==> config.mk <==
export PLATFORM = sky130hd
export DESIGN_NAME = lfga_use_store
export DESIGN_NICKNAME = d
export VERILOG_FILES = /design/src/rtl/lfga_pkg.sv /design/src/rtl/lfga_use_store.sv
export SDC_FILE = /design/constraint.sdc
export NUM_CORES = 1
export LEC_CHECK = 0
export ABC_AREA = 1
export BUFFER_PORTS_ARGS = -buffer_cell sky130_fd_sc_hd__buf_2
export CAP_MARGIN = 30
export CORE_MARGIN = 1.5
export CORE_UTILIZATION = 40
export DETAILED_ROUTE_END_ITERATION = 8
export PLACE_DENSITY = 0.56
export SYNTH_ARGS = -nofsm -noshare
export SYNTH_HDL_FRONTEND = slang
export SYNTH_SLANG_ARGS = --single-unit
==> constraint.sdc <==
create_clock -name clk_i -period 3.85 [get_ports clk_i]
set_clock_uncertainty 0.1 [all_clocks]
set_input_delay 0.5775 -clock clk_i [delete_from_list [all_inputs] [get_ports clk_i]]
set_output_delay 0.5775 -clock clk_i [all_outputs]
set_load 0.02 [all_outputs]
==> src/rtl/lfga_pkg.sv <==
package lfga_pkg;

  // default geometry
  localparam int unsigned NumSlotsDefault = 64;
  localparam int unsigned TimeBitsDefault = 32;

  // fixed field widths of the result beat and the register
  localparam int unsigned SlotIdxBits = 6;
  localparam int unsigned UseBits     = 16;
  localparam int unsigned CfgBits     = 7;

  // register reset value and use count ceiling
  localparam logic [CfgBits-1:0] SlotsInUseReset = 7'd64;
  localparam logic [UseBits-1:0] UseMax          = 16'hFFFF;

  typedef logic [UseBits-1:0] use_cnt_t;

  // saturating increment of a use count
  function automatic use_cnt_t use_bump(input use_cnt_t cnt);
    use_bump = (cnt == UseMax) ? cnt : cnt + use_cnt_t'(1);
  endfunction

endpackage

==> src/rtl/lfga_use_store.sv <==
module lfga_use_store
  import lfga_pkg::*;
#(
  parameter int unsigned NUM_SLOTS = NumSlotsDefault,
  parameter int unsigned IDX_W     = (NUM_SLOTS > 1) ? $clog2(NUM_SLOTS) : 1
) (
  input  logic             clk_i,
  input  logic             rd_en_i,
  input  logic [IDX_W-1:0] rd_addr_i,
  input  logic             rd_live_i,
  input  logic             wr_en_i,
  input  logic [IDX_W-1:0] wr_addr_i,
  input  use_cnt_t         wr_data_i,
  output use_cnt_t         rd_data_o
);

  use_cnt_t mem [NUM_SLOTS];
  use_cnt_t rd_data_q;

  // write port
  always_ff @(posedge clk_i) begin
    if (wr_en_i) begin
      mem[wr_addr_i] <= wr_data_i;
    end
  end

  // registered read, never-used slot reads zero, same-cycle write bypassed
  always_ff @(posedge clk_i) begin
    if (rd_en_i) begin
      if (!rd_live_i) begin
        rd_data_q <= '0;
      end else if (wr_en_i && (wr_addr_i == rd_addr_i)) begin
        rd_data_q <= wr_data_i;
      end else begin
        rd_data_q <= mem[rd_addr_i];
      end
    end
  end

  assign rd_data_o = rd_data_q;

endmodule

## Word level (Yosys, flattened, before mapping)

Memory sizes are Yosys's and may differ from the RTL's. A register that Yosys moved wholly into a read port is not among the register bits.
Index checks and enable logic that the tools add are counted.

| cells by class | value |
|---|---|
| multiplexer cells | 2 |
| reductions and logical operators | 1 |

Operators by type and width:

| kind | number |
|---|---|
| 1-bit 2-to-1 mux | 2 |
| 1-bit zero test | 1 |

| storage, ports and cells | value |
|---|---|
| flip-flop bits (word level) | 0 |
| bits in writable memories | 1,024 |
| input port bits | 32 |
| output and inout port bits | 16 |
| word-level logic and storage cells | 4 |
| memories kept | 1 |

Memory list:

| name | words | width | read ports | clocked after memory_dff | wr ports | RTL line | source |
|---|---|---|---|---|---|---|---|
| mem | 64 | 16 | 1 | 1 | 1 | lfga_use_store.sv:17 | `use_cnt_t mem [NUM_SLOTS];` |

## Depth between registers and ports, before layout

Gate-level depths: netlist of the first run.

| logic depth | value |
|---|---|
| depth in word-level cells | 2 |
| mapped depth | 13 |
| depth with buffers taken out | 11 |

## Worst setup path after synthesis of the first run

No wires, ideal clock.

| timing path | value |
|---|---|
| path kind | input to register |
| from | in wr_en_i |
| to | mem mem[48][0] (netlist name) (enable) |
| library setup time | 431 ps |
| arrival time | 2,603 ps |
| data required time | 3,319 ps |
| slack | 716 ps |
| stages on the path | 3 |
| buffers on the path | 1 |
| cell sequence | buf_2 > nand4_1 > nor4_1 |

| on the way | value |
|---|---|
| longest elaborated chain between the ends | 2 |

RTL lines:

| item | RTL line | source |
|---|---|---|
| start: declaration | lfga_use_store.sv:11 | `input logic wr_en_i,` |
| 1-bit 2-to-1 mux | lfga_use_store.sv:22 | `if (wr_en_i) begin` |
| 1-bit 2-to-1 mux (implied by the code) | lfga_use_store.sv:23 | `mem[wr_addr_i] <= wr_data_i;` |
| end: declaration | lfga_use_store.sv:17 |  |

Every way passes these cells.

==> results by group, run 1 <==
Outcome
  – Status: finished, final reports clean

Power
  – Peak supply drop: 0.3644 mV
  – Pwr dens: slightly above 500 nW/µm²
  – Final Power: 24.11 mW
  – Lkg Pwr: between 15 and 20 nW

Setup path
  – Crit path kind: primary input to flip-flop
  – CP dominant cell by count: nor2_1
  – Worst path bufs/invs: 4
  – Crit path largest cell delay: 550 ps
  – Setup crit end kind: flip-flop
  – Worst path slowest cell: inv_2
  – CP startpoint kind: primary input
  – Delay-heaviest family, CP: buffers and inverters
  – CP required: 4320 ps
  – Cell chain of the critical path: buf_2 > inv_2 > o21ai_0 > a21oi_1 > nand2_1 > nor2_1 > inv_2 > nor2_1 > nor2_1 > nand2_1 > inv_1
  – Stages on worst setup path: 11
  – Worst r2r path cells: 10
  – Critical path fanouts, max: 32
  – Critical Path AT: 2890 ps

Floorplan
  – Die width: between 300 and 400 µm
  – Core area: 105300 µm²
  – Initial Util: about two fifths
  – Floorplan die height: 328.6 µm
  – I/O pins: 48
  – Rows: roughly 120
  – Die area: 108000 µm²

Routing
  – DR pass1 iterations: 5
  – Routed WL per cell: 23.41 µm
  – Detailed Route Iter0 Violations: 3167
  – Routed Wire Length: 118800 µm
  – # DRC: 0
  – Vias per cell: 5.377
  – Via count of the routed design: 27270
  – Post-DRT Antenna Nets: 0

Placement
  – IO buf count: 47
  – Place WS: 792.3 ps
  – Placed instance area: 44350 µm²
  – DPL Wire Length: between 60000 and 70000 µm
  – GP Congestion: 0.8486

Cells and area
  – Final instance area: 47710 µm²
  – Layout fillers: 9469
  – Area delta synth->final: 12.48%
  – Share of layout cells above drive strength 1: 9.155%
  – Fin nets: ~3600
  – Antenna cell count: 0

Clocking
  – Htree depth: 3
  – TritonCTS clock tree: done
  – Post-CTS setup buffers: 0
  – CTS resizes: 0
  – CTS hold repair buffers: 0
  – CTS root buffer: clkbuf_16
  – Clk slew on worst S/H paths: 60 ps
  – Clk sinks: 1040
  – Clock latency on the worst-skew pair: around 700 ps
  – CTS Buffer Depth: 3
  – Num CTS Buffers: 109

Global routing
  – Vias in the first global route: 26030
  – Initial antenna violation count: 10
  – Total GRT Usage: 21.99%
  – Gr ovfl total: 0
  – Global-route wire length before repair: 176700 µm
  – Pin count of the biggest net entering global routing: 158

STA
  – Final period utilization: 63.02%
  – Worst slew margin: 30.70%
  – Final Max Slew Viols: 0
  – Tmin final: 2426 ps
  – Final setup viols: 0
  – Setup slack after layout: 1424 ps
  – RSZ-0062 raised after global routing: no
  – Achievable frequency: 412.2 MHz
  – Worst Tran Pin Value: 1038 ps
  – Worst hold margin: between 90 and 100 ps
  – Total negative slack: 0 ps
  – Final Hold Vio Count: 0

Synthesis
  – EDFF count, synth: around 1000
  – Post-Synth Adder-Cell Area: 0%
  – Top cells by count, synth: 1173 x nand2_1, 1040 x edfxtp_1, 952 x nand3_1
  – Top-count cell post-synth: nand2_1
  – Post-Syn Nets: around 3600
  – Yosys warnings: 0
  – Fraction of registers with async set/reset: 0%
  – Post-Syn Area per Cell: about 12 µm²
  – Synth Area in Compound Gates: 0.07964%
  – Cell taking the most area after synthesis: edfxtp_1
  – Yosys top cell area share: 73.63%
  – Mapped Area: 42420 µm²
  – Top post-synthesis cells by area: edfxtp_1 74%, nand3_1 11%, nand2_1 10%, buf_2 1.3%, buf_6 1.2%
  – Cells after synthesis: 3538
  – Cell variety after synth: 18
  – Sequential area share after synthesis: around three quarters
  – Combinational family with the most area after synthesis: simple AND/OR/NAND/NOR gates
  – Synth Flop Type: edfxtp_1
  – Mux cell area share after synthesis: 0%
  – #FFs+latches synth: 1040
  – Synth Area in XOR/XNOR: 0%
  – Synth Area in Simple Gates: 22.66%

Run
  – Max Cap Viol: 0

Hold path
  – Hold Path Class: primary input to flip-flop
  – WHS Path Cells: 1
[power breakdown]
group / switching, mW / internal (mW) / total (mW)
combinational: 1.16 / 0.380 / 1.54
clock: 4.44 / 5.55 / 9.99
sequential: 0.0231 / 12.6 / 12.6
[final timing paths]
check / end / slack, ps / startpoint
worst max-delay path: rd_data_o[10] / 1420 / rd_addr_i[5]
worst min-delay path: mem[13][2] / 90 / wr_data_i[2]
worst min register to register: rd_data_o[0] / 860 / mem[28][0]
worst max register to register: rd_data_o[10] / 1810 / mem[57][10]
[layer usage]
layer	GRT usage (%)	share of wire [%]	vias to the layer above
li1	-	-	12650
met1	31.28	44	13520
met2	35.02	47	921
met3	3.847	6.8	176
met4	5.490	2.3	10
met5	0	0.058	-
[state kept, by name (all words and copies together) (netlist names)]
register   cells
rd_data_o     16
mem         1024
[layout by cell type (no fill, tap or decap), types with 3 or more instances in the layout]
cell / instances
inv_2: 5
nor4_2: 8
nor2_1: 86
o22ai_1: 3
clkbuf_16: 109
buf_4: 100
buf_12: 27
bufinv_16: 5
nand3_1: 952
nor2_2: 4
nand2_1: 1173
clkbuf_1: 22
edfxtp_1: 1040
clkinv_1: 35
buf_2: 44
clkinv_16: 3
nand4_1: 9
inv_1: 21
clkinv_2: 21
[logic make-up (layout without fill, tap and decap cells)]
family                 Yosys count  in the layout
AND/OR/NAND/NOR               2232           2232
buffers and inverters          260            403
flip-flops                    1040           1040
AO/OA/AOI/OAI                    6              6
[area by class of cell]
| type | instances | area (µm²) | share of cell area, % |
|---|---|---|---|
| well taps | 1391 | 1740 | 3.648 |
| multi-input cells | 2238 | 9706 | 20.34 |
| clock buffers | 131 | 2810 | 5.890 |
| repair buffers | 173 | 1541 | 3.231 |
| clock inverters | 69 | 554.3 | 1.162 |
| inverters | 30 | 130.1 | 0.2727 |
| flip-flops and latches | 1040 | 31230 | 65.46 |
[per-stage QoR]
step | utilization, % | std cells
after detailed placement | 42.13 | 4872
after CTS | 45.32 | 5072
final | 45.32 | 5072
after global routing | 45.32 | 5072
after global placement | 42.05 | 4868
after floorplan | - | 3538
No activity file was read; power rests on OpenSTA's default activity.
==> run 2: changes to the inputs <==
Clock period 3.85 ns to 2.4 ns, I/O delays scaled along.
==> results by group, run 2 (same netlist as run 1, synthesis figures left out) <==
Placement
  – Placed instance area: 45930 µm² (+3.6%)
  – DPL Wire Length: 73860 µm (+11%)
  – GP Congestion: 0.8670 (+2.2%)
  – Placed cells: 4974 (+2.1%)
  – IO buf count: 47 (unchanged)

Cells and area
  – Largest register FFs: 1024 (unchanged)
  – Sequential cell area: 31230 µm² (unchanged)
  – Fin cells: 5177 (+2.1%)
  – Commonest non-fill, non-tap cell in the layout: nand2_1
  – Commonest non-fill, non-tap cells in the layout: 1173 x nand2_1, 1040 x edfxtp_1, 952 x nand3_1
  – Final instance area: 49210 µm² (+3.1%)
  – Layout fillers: 9387 (-0.87%)
  – Top reg by flops: mem
  – Fin nets: 3729 (+2.9%)
  – Share of layout cells above drive strength 1: 11.44% (+2.3 points)
  – Area delta synth->final: 16.03%
  – Fin util: 46.75% (+1.4 points)
  – Multi-input gate area: 9706 µm² (unchanged)

Setup path
  – Crit path kind: primary input to flip-flop
  – CP dominant cell by count: nand3_1
  – Worst path slowest cell: buf_4
  – CP required: 2850 ps (-1470 ps)
  – Cell chain of the critical path: buf_8 > buf_4 > nand2_1 > nand3_1 > nand3_1 > nand3_1 > nand2_1 > nand2_1 > nand3_1 > nand3_1 > nand2_1 > inv_1
  – Critical path fanouts, max: 60 (+88%)
  – Critical Path AT: 2430 ps (-460 ps)
  – Crit path largest cell delay: 530 ps (-20 ps)
  – CP startpoint kind: primary input
  – Setup crit end kind: flip-flop

Clocking
  – Clk slew on worst S/H paths: 60 ps (about the same)
  – CTS Buffer Depth: 3 (unchanged)
  – CTS resizes: 0 (unchanged)
  – Num CTS Buffers: 107 (-1.8%)
  – Htree depth: 3 (unchanged)
  – Clk sinks: 1040 (unchanged)
  – Clock latency on the worst-skew pair: 680 ps (-30 ps)
  – TritonCTS clock tree: done
  – CTS hold repair buffers: 5 (+5)
  – Post-CTS setup buffers: 0 (unchanged)
  – CTS root buffer: clkbuf_16

Floorplan
  – Floorplan die height: 328.6 µm (unchanged)
  – Die width: 328.6 µm (unchanged)
  – Initial Util: 40.29% (unchanged)
  – Die area: 108000 µm² (unchanged)
  – I/O pins: 48 (unchanged)
  – Core area: 105300 µm² (unchanged)
  – Rows: 119 (unchanged)

Routing
  – Routed WL per cell: 23.44 µm (+0.13%)
  – Post-DRT Antenna Nets: 0 (unchanged)
  – # DRC: 0 (unchanged)
  – DR pass1 iterations: 5 (unchanged)
  – Via count of the routed design: 27920 (+2.4%)
  – Detailed Route Iter0 Violations: 2997 (-5.4%)
  – Vias per cell: 5.393 (+0.29%)
  – Routed Wire Length: 121400 µm (+2.2%)

STA
  – Final Hold Vio Count: 0 (unchanged)
  – Worst hold margin: 36.17 ps (-56.31 ps)
  – Tmin final: roughly 2000 ps
  – Worst slew margin: 43.32% (+13 points)
  – Worst Tran Pin Value: 849.3 ps (-189.0 ps)
  – Final Max Slew Viols: 0 (unchanged)
  – Final setup viols: 0 (unchanged)
  – RSZ-0062 raised after global routing: no
  – Achievable frequency: 506.6 MHz
  – Final period utilization: between 80 and 90%

Power
  – Lkg Pwr: 17.64 nW (+4.0%)
  – Pwr dens: 781.0 nW/µm² (+55%)
  – Final Power: 38.44 mW (+59%)
  – Peak supply drop: 0.5503 mV (+51%)

Global routing
  – Vias in the first global route: 26930 (+3.5%)
  – Gr ovfl total: 0 (unchanged)
  – Initial antenna violation count: 6 (-4)
  – Pin count of the biggest net entering global routing: 130 (-18%)
  – Total GRT Usage: 22.58% (+0.59 points)
  – Global-route wire length before repair: 180300 µm (+2.0%)

Hold path
  – Hold Path Class: primary input to flip-flop

Run
  – Max Cap Viol: 0 (unchanged)

Outcome
  – Status: finished, final reports clean
[run 2: cell count changes in the layout (fill, tap and decap cells not counted), sizes merged]
cell         before  now
buf             173  275
clkbuf          131  140
diode             0    1
bufinv            5    3
clkinv           60   50
dlygate4sd3       0    5
[run 2: metrics by stage]
step / setup TNS, ps / setup slack, ps
after global placement: -1238 / -276.8
after global routing: 0 / 313.3
after floorplan: -66090 / -516.3
after CTS: 0 / 416.8
after detailed placement: -1015 / -245.5
final: 0 / 426.0
[run 2: worst paths after layout]
kind	start	to	slack (ps)	depth (start not counted)
max	rd_addr_i[0]	rd_data_o[12]	430	12
min	wr_data_i[10]	mem[51][10]	40	1
max reg2reg	mem[41][12]	rd_data_o[12]	490	10
min reg2reg	mem[10][12]	rd_data_o[12]	900	10
[run 2: power by group]
part	switching, mW	internal, mW
Combinational	1.94	0.775
Clock	6.84	8.70
Sequential	0.0426	20.1
[run 2: final cells by class]
cell class	count	area share [%]
multi-input cells	2238	19.72
diodes	1	0.005085
clock inverters	57	0.7525
well taps	1391	3.536
clock buffers	140	5.822
inverters	30	0.2644
flip-flops and latches	1040	63.46
repair buffers	280	6.442
[run 2: per-layer routing]
metal  wire length [µm]  GRT usage [%]
met5                  0              0
met4               3050          6.291
met3               9349          4.655
met2              56690          35.57
met1              52280          31.74
[run 2: critical path: cells and delay by family]
kind / cells / cell delay [ps]
buffers and inverters: 3 / 750
AND/OR/NAND/NOR: 9 / 1260
